### config.mk
export PLATFORM = sky130hd
export DESIGN_NAME = lru_page_replacement_flat
export DESIGN_NICKNAME = d
export VERILOG_FILES = /design/src/lrup_pkg.sv /design/src/lrup_ifs.sv /design/src/lru_page_replacement.sv /design/src/flat_wrapper.sv
export VERILOG_INCLUDE_DIRS = /design/src /design/src/src
export SDC_FILE = /design/constraint.sdc
export NUM_CORES = 1
export LEC_CHECK = 0
export BUFFER_PORTS_ARGS = -buffer_cell sky130_fd_sc_hd__buf_2
export CAP_MARGIN = 30
export CORE_MARGIN = 2
export CORE_UTILIZATION = 55
export DETAILED_ROUTE_END_ITERATION = 7
export PLACE_DENSITY = 0.74
export SYNTH_ARGS = -nofsm -noshare
export SYNTH_HDL_FRONTEND = slang
export SYNTH_SLANG_ARGS = --single-unit
### constraint.sdc
create_clock -name clk -period 7.1 [get_ports clk]
set_input_delay 0.71 -clock clk [delete_from_list [all_inputs] [get_ports clk]]
set_output_delay 0.71 -clock clk [all_outputs]
set_load 0.005 [all_outputs]
### src/lru_page_replacement_assert.svh
// Assertion macros shared by the LRU page replacement RTL.
`ifndef LRU_PAGE_REPLACEMENT_ASSERT_SVH
`define LRU_PAGE_REPLACEMENT_ASSERT_SVH

// Same-cycle implication, disabled while reset is asserted.
`define LRUP_ASSERT_IMP(label, clk, rst_n, ante, cons) \
  label: assert property (@(posedge clk) disable iff (!rst_n) (ante) |-> (cons)) \
    else $error("lrup assertion failed");

// Next-cycle implication, disabled while reset is asserted.
`define LRUP_ASSERT_NXT(label, clk, rst_n, ante, cons) \
  label: assert property (@(posedge clk) disable iff (!rst_n) (ante) |=> (cons)) \
    else $error("lrup assertion failed");

`endif

### src/lrup_pkg.sv
// Shared widths for the LRU page replacement block.
package lrup_pkg;
  localparam int PAGE_W = 16;
  localparam int CNT_W  = 16;
  localparam int CFG_W  = 4;

  typedef logic [PAGE_W-1:0] page_t;
  typedef logic [CNT_W-1:0]  cnt_t;
  typedef logic [CFG_W-1:0]  cfg_t;
endpackage

### src/lrup_ifs.sv
// Valid/ready channel interfaces for the LRU page replacement block.
interface lrup_in_if;
  import lrup_pkg::*;
  logic  valid;
  logic  ready;
  page_t page_number;
  modport source (output valid, output page_number, input ready);
  modport sink   (input valid, input page_number, output ready);
endinterface

interface lrup_out_if;
  import lrup_pkg::*;
  logic  valid;
  logic  ready;
  logic  hit;
  logic  victim_valid;
  page_t victim_page;
  cnt_t  hit_total;
  cnt_t  miss_total;
  modport source (output valid, output hit, output victim_valid, output victim_page,
                  output hit_total, output miss_total, input ready);
  modport sink   (input valid, input hit, input victim_valid, input victim_page,
                  input hit_total, input miss_total, output ready);
endinterface

interface lrup_cfg_if;
  import lrup_pkg::*;
  logic valid;
  logic ready;
  cfg_t data;
  modport source (output valid, output data, input ready);
  modport sink   (input valid, input data, output ready);
endinterface

### src/lru_page_replacement.sv
// LRU page replacement unit: recency list of resident pages with hit/fault reporting.
//
// One page reference is taken per transfer on in_ch and one result leaves per
// transfer on out_ch. The block sustains one reference per clock cycle while out_ch
// is not stalled. A reference passes the input register, then the result register;
// the rate is set by the single compare-and-shift pass over all FRAMES positions in parallel.
// cfg_ch writes frames_in_use (0 acts as 1, above FRAMES acts as FRAMES); a
// shrink drops the pages beyond the new limit without reporting them. Write the
// register only while no reference is in flight. No clearing pass after reset:
// the list starts empty via per-position valid bits.
`include "lru_page_replacement_assert.svh"

module lru_page_replacement #(
  parameter int FRAMES    = 8,
  parameter int PAGE_BITS = 16
) (
  input  logic       clk,
  input  logic       rst_n,
  lrup_in_if.sink    in_ch,
  lrup_out_if.source out_ch,
  lrup_cfg_if.sink   cfg_ch
);
  import lrup_pkg::*;

  localparam int LIM_W = $clog2(FRAMES + 1);
  localparam int IDX_W = (FRAMES > 1) ? $clog2(FRAMES) : 1;

  typedef logic [PAGE_BITS-1:0] fpage_t;
  typedef logic [LIM_W-1:0]     lim_t;

  // clamp a frame-count write into 1..FRAMES
  function automatic lim_t clamp_frames(input cfg_t v);
    lim_t res;
    if (v == '0) begin
      res = lim_t'(1);
    end else if (int'(v) > FRAMES) begin
      res = lim_t'(FRAMES);
    end else begin
      res = lim_t'(v);
    end
    return res;
  endfunction

  // recency list: position 0 is most recent
  fpage_t            pages_r [FRAMES];
  fpage_t            pages_nxt [FRAMES];
  logic [FRAMES-1:0] valid_r, valid_nxt;
  lim_t              lim_r;
  cnt_t              hit_cnt_r, hit_cnt_nxt;
  cnt_t              miss_cnt_r, miss_cnt_nxt;

  // input stage
  logic   in_v_r;
  fpage_t pg_r;

  // result stage
  logic  out_v_r;
  logic  out_hit_r;
  logic  out_vic_v_r;
  page_t out_vic_pg_r;
  cnt_t  out_hit_tot_r;
  cnt_t  out_miss_tot_r;

  logic advance;   // result register free to take the staged reference
  logic proc;      // staged reference is resolved this cycle
  logic cfg_wr;
  lim_t cfg_lim;

  logic [FRAMES-1:0] match;
  logic [FRAMES-1:0] shift;
  logic [FRAMES-1:0] low_mask;
  logic [FRAMES-1:0] valid_inc;
  logic              hit_w;
  logic              full_w;
  logic [IDX_W-1:0]  tail_idx;
  fpage_t            tail_pg;

  assign advance      = !out_v_r || out_ch.ready;
  assign proc         = in_v_r && advance;
  assign in_ch.ready  = !in_v_r || advance;
  assign cfg_ch.ready = 1'b1;
  assign cfg_wr       = cfg_ch.valid;
  assign cfg_lim      = clamp_frames(cfg_ch.data);

  assign tail_idx = IDX_W'(lim_r - 1'b1);
  assign tail_pg  = pages_r[tail_idx];
  assign full_w   = valid_r[tail_idx];
  assign valid_inc = valid_r + 1'b1;

  always_comb begin
    for (int k = 0; k < FRAMES; k++) begin
      match[k] = valid_r[k] && (k < int'(lim_r)) && (pages_r[k] == pg_r);
    end
    hit_w = |match;

    // position k moves back when it lies at or ahead of the hit (or fill) point
    shift    = '0;
    low_mask = '0;
    shift[0] = 1'b1;
    for (int k = 1; k < FRAMES; k++) begin
      low_mask = ~({FRAMES{1'b1}} << k);
      if (hit_w) begin
        shift[k] = ~|(match & low_mask);
      end else begin
        shift[k] = valid_r[k-1] && (k < int'(lim_r));
      end
    end

    pages_nxt    = pages_r;
    valid_nxt    = valid_r;
    hit_cnt_nxt  = hit_cnt_r;
    miss_cnt_nxt = miss_cnt_r;

    if (cfg_wr) begin
      for (int k = 0; k < FRAMES; k++) begin
        if (k >= int'(cfg_lim)) begin
          valid_nxt[k] = 1'b0;
        end
      end
    end else if (proc) begin
      for (int k = 1; k < FRAMES; k++) begin
        if (shift[k]) begin
          pages_nxt[k] = pages_r[k-1];
          valid_nxt[k] = valid_r[k-1];
        end
      end
      pages_nxt[0] = pg_r;
      valid_nxt[0] = 1'b1;
      if (hit_w) begin
        if (hit_cnt_r != '1) begin
          hit_cnt_nxt = hit_cnt_r + 1'b1;
        end
      end else begin
        if (miss_cnt_r != '1) begin
          miss_cnt_nxt = miss_cnt_r + 1'b1;
        end
      end
    end
  end

  // control state
  always_ff @(posedge clk) begin
    if (!rst_n) begin
      valid_r    <= '0;
      lim_r      <= clamp_frames(cfg_t'(8));
      hit_cnt_r  <= '0;
      miss_cnt_r <= '0;
      in_v_r     <= 1'b0;
      out_v_r    <= 1'b0;
    end else begin
      valid_r    <= valid_nxt;
      hit_cnt_r  <= hit_cnt_nxt;
      miss_cnt_r <= miss_cnt_nxt;
      if (cfg_wr) begin
        lim_r <= cfg_lim;
      end
      if (in_ch.ready) begin
        in_v_r <= in_ch.valid;
      end
      if (advance) begin
        out_v_r <= in_v_r;
      end
    end
  end

  // payload
  always_ff @(posedge clk) begin
    pages_r <= pages_nxt;
    if (in_ch.valid && in_ch.ready) begin
      pg_r <= fpage_t'(in_ch.page_number);
    end
    if (proc) begin
      out_hit_r      <= hit_w;
      out_vic_v_r    <= !hit_w && full_w;
      out_vic_pg_r   <= (!hit_w && full_w) ? page_t'(tail_pg) : '0;
      out_hit_tot_r  <= hit_cnt_nxt;
      out_miss_tot_r <= miss_cnt_nxt;
    end
  end

  assign out_ch.valid        = out_v_r;
  assign out_ch.hit          = out_hit_r;
  assign out_ch.victim_valid = out_vic_v_r;
  assign out_ch.victim_page  = out_vic_pg_r;
  assign out_ch.hit_total    = out_hit_tot_r;
  assign out_ch.miss_total   = out_miss_tot_r;

  // valid positions always form a prefix of the list
  `LRUP_ASSERT_IMP(a_valid_prefix, clk, rst_n, 1'b1, (valid_inc & valid_r) == '0)
  // any resolved reference leaves the front position occupied
  `LRUP_ASSERT_NXT(a_front_valid, clk, rst_n, proc, valid_r[0])
  // a hit never bumps the fault total
  `LRUP_ASSERT_NXT(a_hit_no_miss, clk, rst_n, proc && hit_w, miss_cnt_r == $past(miss_cnt_r))
  // a victim is only reported on a fault
  `LRUP_ASSERT_IMP(a_victim_fault, clk, rst_n, out_v_r && out_vic_v_r, !out_hit_r)

endmodule

### src/flat_wrapper.sv
// flat-port wrapper written by rule: the top's interface ports become plain ports
module lru_page_replacement_flat import lrup_pkg::*;
#(
  parameter int FRAMES    = 8,
  parameter int PAGE_BITS = 16
)
  (clk, rst_n, in_ch_valid, in_ch_page_number, in_ch_ready, out_ch_valid, out_ch_hit, out_ch_victim_valid, out_ch_victim_page, out_ch_hit_total, out_ch_miss_total, out_ch_ready, cfg_ch_valid, cfg_ch_data, cfg_ch_ready);
  lrup_in_if in_ch_i ();
  lrup_out_if out_ch_i ();
  lrup_cfg_if cfg_ch_i ();
  input  logic clk;
  input  logic rst_n;
  input wire logic [$bits(in_ch_i.valid)-1:0] in_ch_valid;
  input wire logic [$bits(in_ch_i.page_number)-1:0] in_ch_page_number;
  output wire logic [$bits(in_ch_i.ready)-1:0] in_ch_ready;
  output wire logic [$bits(out_ch_i.valid)-1:0] out_ch_valid;
  output wire logic [$bits(out_ch_i.hit)-1:0] out_ch_hit;
  output wire logic [$bits(out_ch_i.victim_valid)-1:0] out_ch_victim_valid;
  output wire logic [$bits(out_ch_i.victim_page)-1:0] out_ch_victim_page;
  output wire logic [$bits(out_ch_i.hit_total)-1:0] out_ch_hit_total;
  output wire logic [$bits(out_ch_i.miss_total)-1:0] out_ch_miss_total;
  input wire logic [$bits(out_ch_i.ready)-1:0] out_ch_ready;
  input wire logic [$bits(cfg_ch_i.valid)-1:0] cfg_ch_valid;
  input wire logic [$bits(cfg_ch_i.data)-1:0] cfg_ch_data;
  output wire logic [$bits(cfg_ch_i.ready)-1:0] cfg_ch_ready;
  assign in_ch_i.valid = in_ch_valid;
  assign in_ch_i.page_number = in_ch_page_number;
  assign in_ch_ready = in_ch_i.ready;
  assign out_ch_valid = out_ch_i.valid;
  assign out_ch_hit = out_ch_i.hit;
  assign out_ch_victim_valid = out_ch_i.victim_valid;
  assign out_ch_victim_page = out_ch_i.victim_page;
  assign out_ch_hit_total = out_ch_i.hit_total;
  assign out_ch_miss_total = out_ch_i.miss_total;
  assign out_ch_i.ready = out_ch_ready;
  assign cfg_ch_i.valid = cfg_ch_valid;
  assign cfg_ch_i.data = cfg_ch_data;
  assign cfg_ch_ready = cfg_ch_i.ready;
  lru_page_replacement #(.FRAMES(FRAMES), .PAGE_BITS(PAGE_BITS)) u_core (.clk(clk), .rst_n(rst_n), .in_ch(in_ch_i), .out_ch(out_ch_i), .cfg_ch(cfg_ch_i));
endmodule
==> results by group <==
Floorplanning
  • Initial Util: 55.6%
  • DIE AREA: roughly 0.022 mm^2
  • Site Rows: between 50 and 60
  • Die Wd: ~150 um
  • I/O Pins: 78
  • Core area: between 0.02 and 0.025 mm^2
  • Die height: ~150 um

Power
  • Sw Ratio: ~22%
  • Int Power: around 2.4 mW
  • Leak: 4.36 nW
  • Clock network power share: between 40% and 50%
  • Combinational power share: around 5.9%
  • Reg power frac: roughly 52%
  • Power, Total: 3.03 mW
  • Psw: 0.662 mW
  • Maximum vdd drop: ~0.19 mV
  • PD cells: roughly 230 mW/mm^2

Synth
  • Yosys reg bits: 240
  • Mapped cell area: about 0.012 mm^2
  • Asr flop ratio synth: 0%
  • Instance count of the mapped netlist: 912
  • Post-synthesis area per instance: between 10 and 15 um^2
  • Post-synth EDFFs: a little under 200
  • Largest cells by area after synthesis: edfxtp_1, dfxtp_1, mux4_2, xnor2_1, xor2_1
  • Yosys top cell area share: 50.3%
  • Sequential element share of the synthesized area: between 50% and 60%
  • Synth area leader: edfxtp_1
  • Top_reg_cell synth: edfxtp_1
  • Syn. warnings: 0
  • Net Count, Synth: between 900 and 1000
  • Synth unique cells: 65

STA
  • Period utilization: between 50% and 60%
  • Max Freq: roughly 260 MHz
  • Worst Tran Pin Value: roughly 900 ps
  • Max-slew violation count: 0
  • Slew headroom: about two fifths
  • Final setup viols: 0
  • Setup TNS: 0 ps
  • Hold Vio Cnt, Final: 0
  • Post-route minimum period: about 3900 ps
  • Skew final: 28.6 ps
  • Hold_ws: between 300 and 400 ps
  • RSZ-0062 raised after global routing: no

Final layout
  • Layout cell share with drive strength beyond 1: 17.5%
  • Area growth syn-to-layout: 12.4%
  • Fin nets: 1011
  • Number of diodes: 0

Placed design
  • GPL Wtd Cong: slightly below 1
  • Detailed Place HPWL: 19900 um
  • Port Buffers: 76

Setup path
  • Arr. time, crit path: just over 4000 ps
  • Highest fanout seen on the critical path: 9
  • WS Path Type: reg -> reg
  • Worst R2R Path Depth: 8
  • Worst path required time: about 7300 ps
  • Crit end category: register
  • Worst r2r src: u_core.pg_r[13]
  • Worst Setup Start Kind: register
  • Critical path origin: u_core.pg_r[13]

Min path
  • Min-delay worst type: in -> reg
  • Min-delay src: in_ch_page_number[1]
  • Hold depth: 1

Detailed routing
  • Via density: between 6 and 7
  • Drt first pass iters: 5
  • WL/cell: 21.7 um
  • DR iter-0 viols: around 860
  • Wirelength, routed: about 28000 um
  • DR DRC count: 0
  • Via count: ~8000
  • Post-route ant nets: 0

GRT
  • GR Util All Layers: 25.4%
  • Pin count of the biggest net entering global routing: 52
  • First-pass GRT wire length: 43200 um
  • Vias in the first global route: 7593
  • Initial antenna violation count: 0
  • GRT overflow: 0

Clocking
  • CTS tree: yes
  • Clock root buffer: clkbuf_16
  • # H-tree levels: 1
  • CTS Buffer Depth: 3
  • Hold Buf Count CTS: 0
  • CTS buffer count: 25
  • # clock sinks: 240
  • Worst skew pair latency: between 500 and 600 ps
  • Postcts setup bufs: 0
  • Worst-path clk slew: roughly 60 ps
  • Post-cts gate resize count: 0

Flow run
  • Max-cap check violation count: 0

Outcome
  • Status: finished, final reports clean
-- logic make-up after synthesis --
group | Yosys count | share of synthesized area (%)
and+or+nand+nor | 326 | 15.3
DFF | 240 | 58.2
xor gates and xnor gates | 138 | 10.4
AOI/OAI and AO/OA | 100 | 5.60
buffers and inverters | 54 | 2.02
muxes | 48 | 7.84
adders and majority gates | 5 | 0.540
other | 1 | 0.0324
-- worst max-delay path, cell delays in order (launching register included) --
cell and delay [ps]:
edfxtp_1 630, xor2_1 270, or4_1 530, or3_1 400
or4_4 590, nand4_1 130, a21oi_1 80, nor2_1 590
buf_4 320
-- Yosys cell counts (15+ instances only) --
cell	count
nor3_1	19
nand3_1	29
edfxtp_1	194
a21oi_1	41
xor2_1	62
xnor2_1	76
nor4_1	16
dfxtp_1	46
o21ai_0	15
mux4_2	34
clkbuf_1	32
nor2_1	29
nand2_1	99
nand4_1	40
-- power groups by stage --
stage | logic (mW) | clock network, mW | registers [mW]
global route | 0.192 | 1.36 | 1.57
floorplan | 0.130 | 0 | 1.57
global placement | 0.176 | 0 | 1.59
finish | 0.178 | 1.29 | 1.57
detailed placement | 0.177 | 0 | 1.60
CTS | 0.177 | 1.30 | 1.57
-- state kept, by name, indices dropped and copies added, names as in the netlist --
register                    count
u_core.pages_r                128
u_core.hit_cnt_r               16
u_core.miss_cnt_r              16
u_core.out_ch.hit_total        16
u_core.out_ch.miss_total       16
u_core.out_ch.victim_page      16
u_core.pg_r                    16
u_core.valid_r                  8
u_core.lim_r                    4
u_core.in_v_r                   1
u_core.out_ch.hit               1
u_core.out_ch.valid             1
u_core.out_ch.victim_valid      1
-- cells in the final DEF, fill, tap and decap left out, types with 4 or more instances in the layout --
cell,count
nor3_1,19
nand4b_1,7
mux2i_1,12
buf_2,76
xor2_1,61
clkbuf_16,25
ha_1,4
o31ai_1,6
or4_1,11
nor4b_1,5
a21oi_1,41
buf_4,11
nand4_1,40
inv_1,7
clkinv_1,6
mux4_2,34
edfxtp_1,194
and3_1,11
dfxtp_1,45
nor2_1,29
nand2_1,99
and4_1,4
o21ai_0,15
nand3b_1,8
or3_1,12
nor4_1,16
clkbuf_1,7
nand3_1,29
nand2b_1,12
and2_1,7
xnor2_1,76
-- path summary, 6_finish.rpt --
path | to | slack [ps]
worst max-delay path | u_core.pages_r[38] | 3250
worst min-delay path | u_core.pg_r[1] | 370
worst max register to register | u_core.pages_r[38] | 3250
worst min register to register | u_core.pages_r[81] | 480
-- layer usage --
layer | vias up | track usage (%) | share of wire [%]
met5 | - | 0 | 0
met1 | 3931 | 37.5 | 43
met3 | 68 | 3.21 | 7.7
li1 | 3594 | - | -
met4 | 0 | 8.24 | 3.2
met2 | 392 | 39.5 | 47
-- area by class of cell --
| class | instances | area, um^2 |
|---|---|---|
| Timing Repair Buffer | 87 | 463 |
| Inverter | 9 | 33.8 |
| Clock buffer | 33 | 666 |
| Multi-Input combinational cell | 618 | 4630 |
| Fill cell | 1621 | 7800 |
| Clock inverter | 12 | 135 |
| Sequential cell | 240 | 6750 |
| Tap cell | 275 | 344 |
-- metrics by stage --
stage | instances | worst slack [ps] | util (%) | area (um^2)
2_1_floorplan | 912 | 1450 | - | 11600
3_3_place_gp | 1229 | 3350 | 58.7 | 12200
3_5_place_dp | 1229 | 3200 | 58.7 | 12200
4_1_cts | 1274 | 3290 | 62.5 | 13000
5_1_grt | 1274 | 3120 | 62.5 | 13000
6_report | 1274 | 3250 | 62.5 | 13000
(Power assumes the default switching activity.)
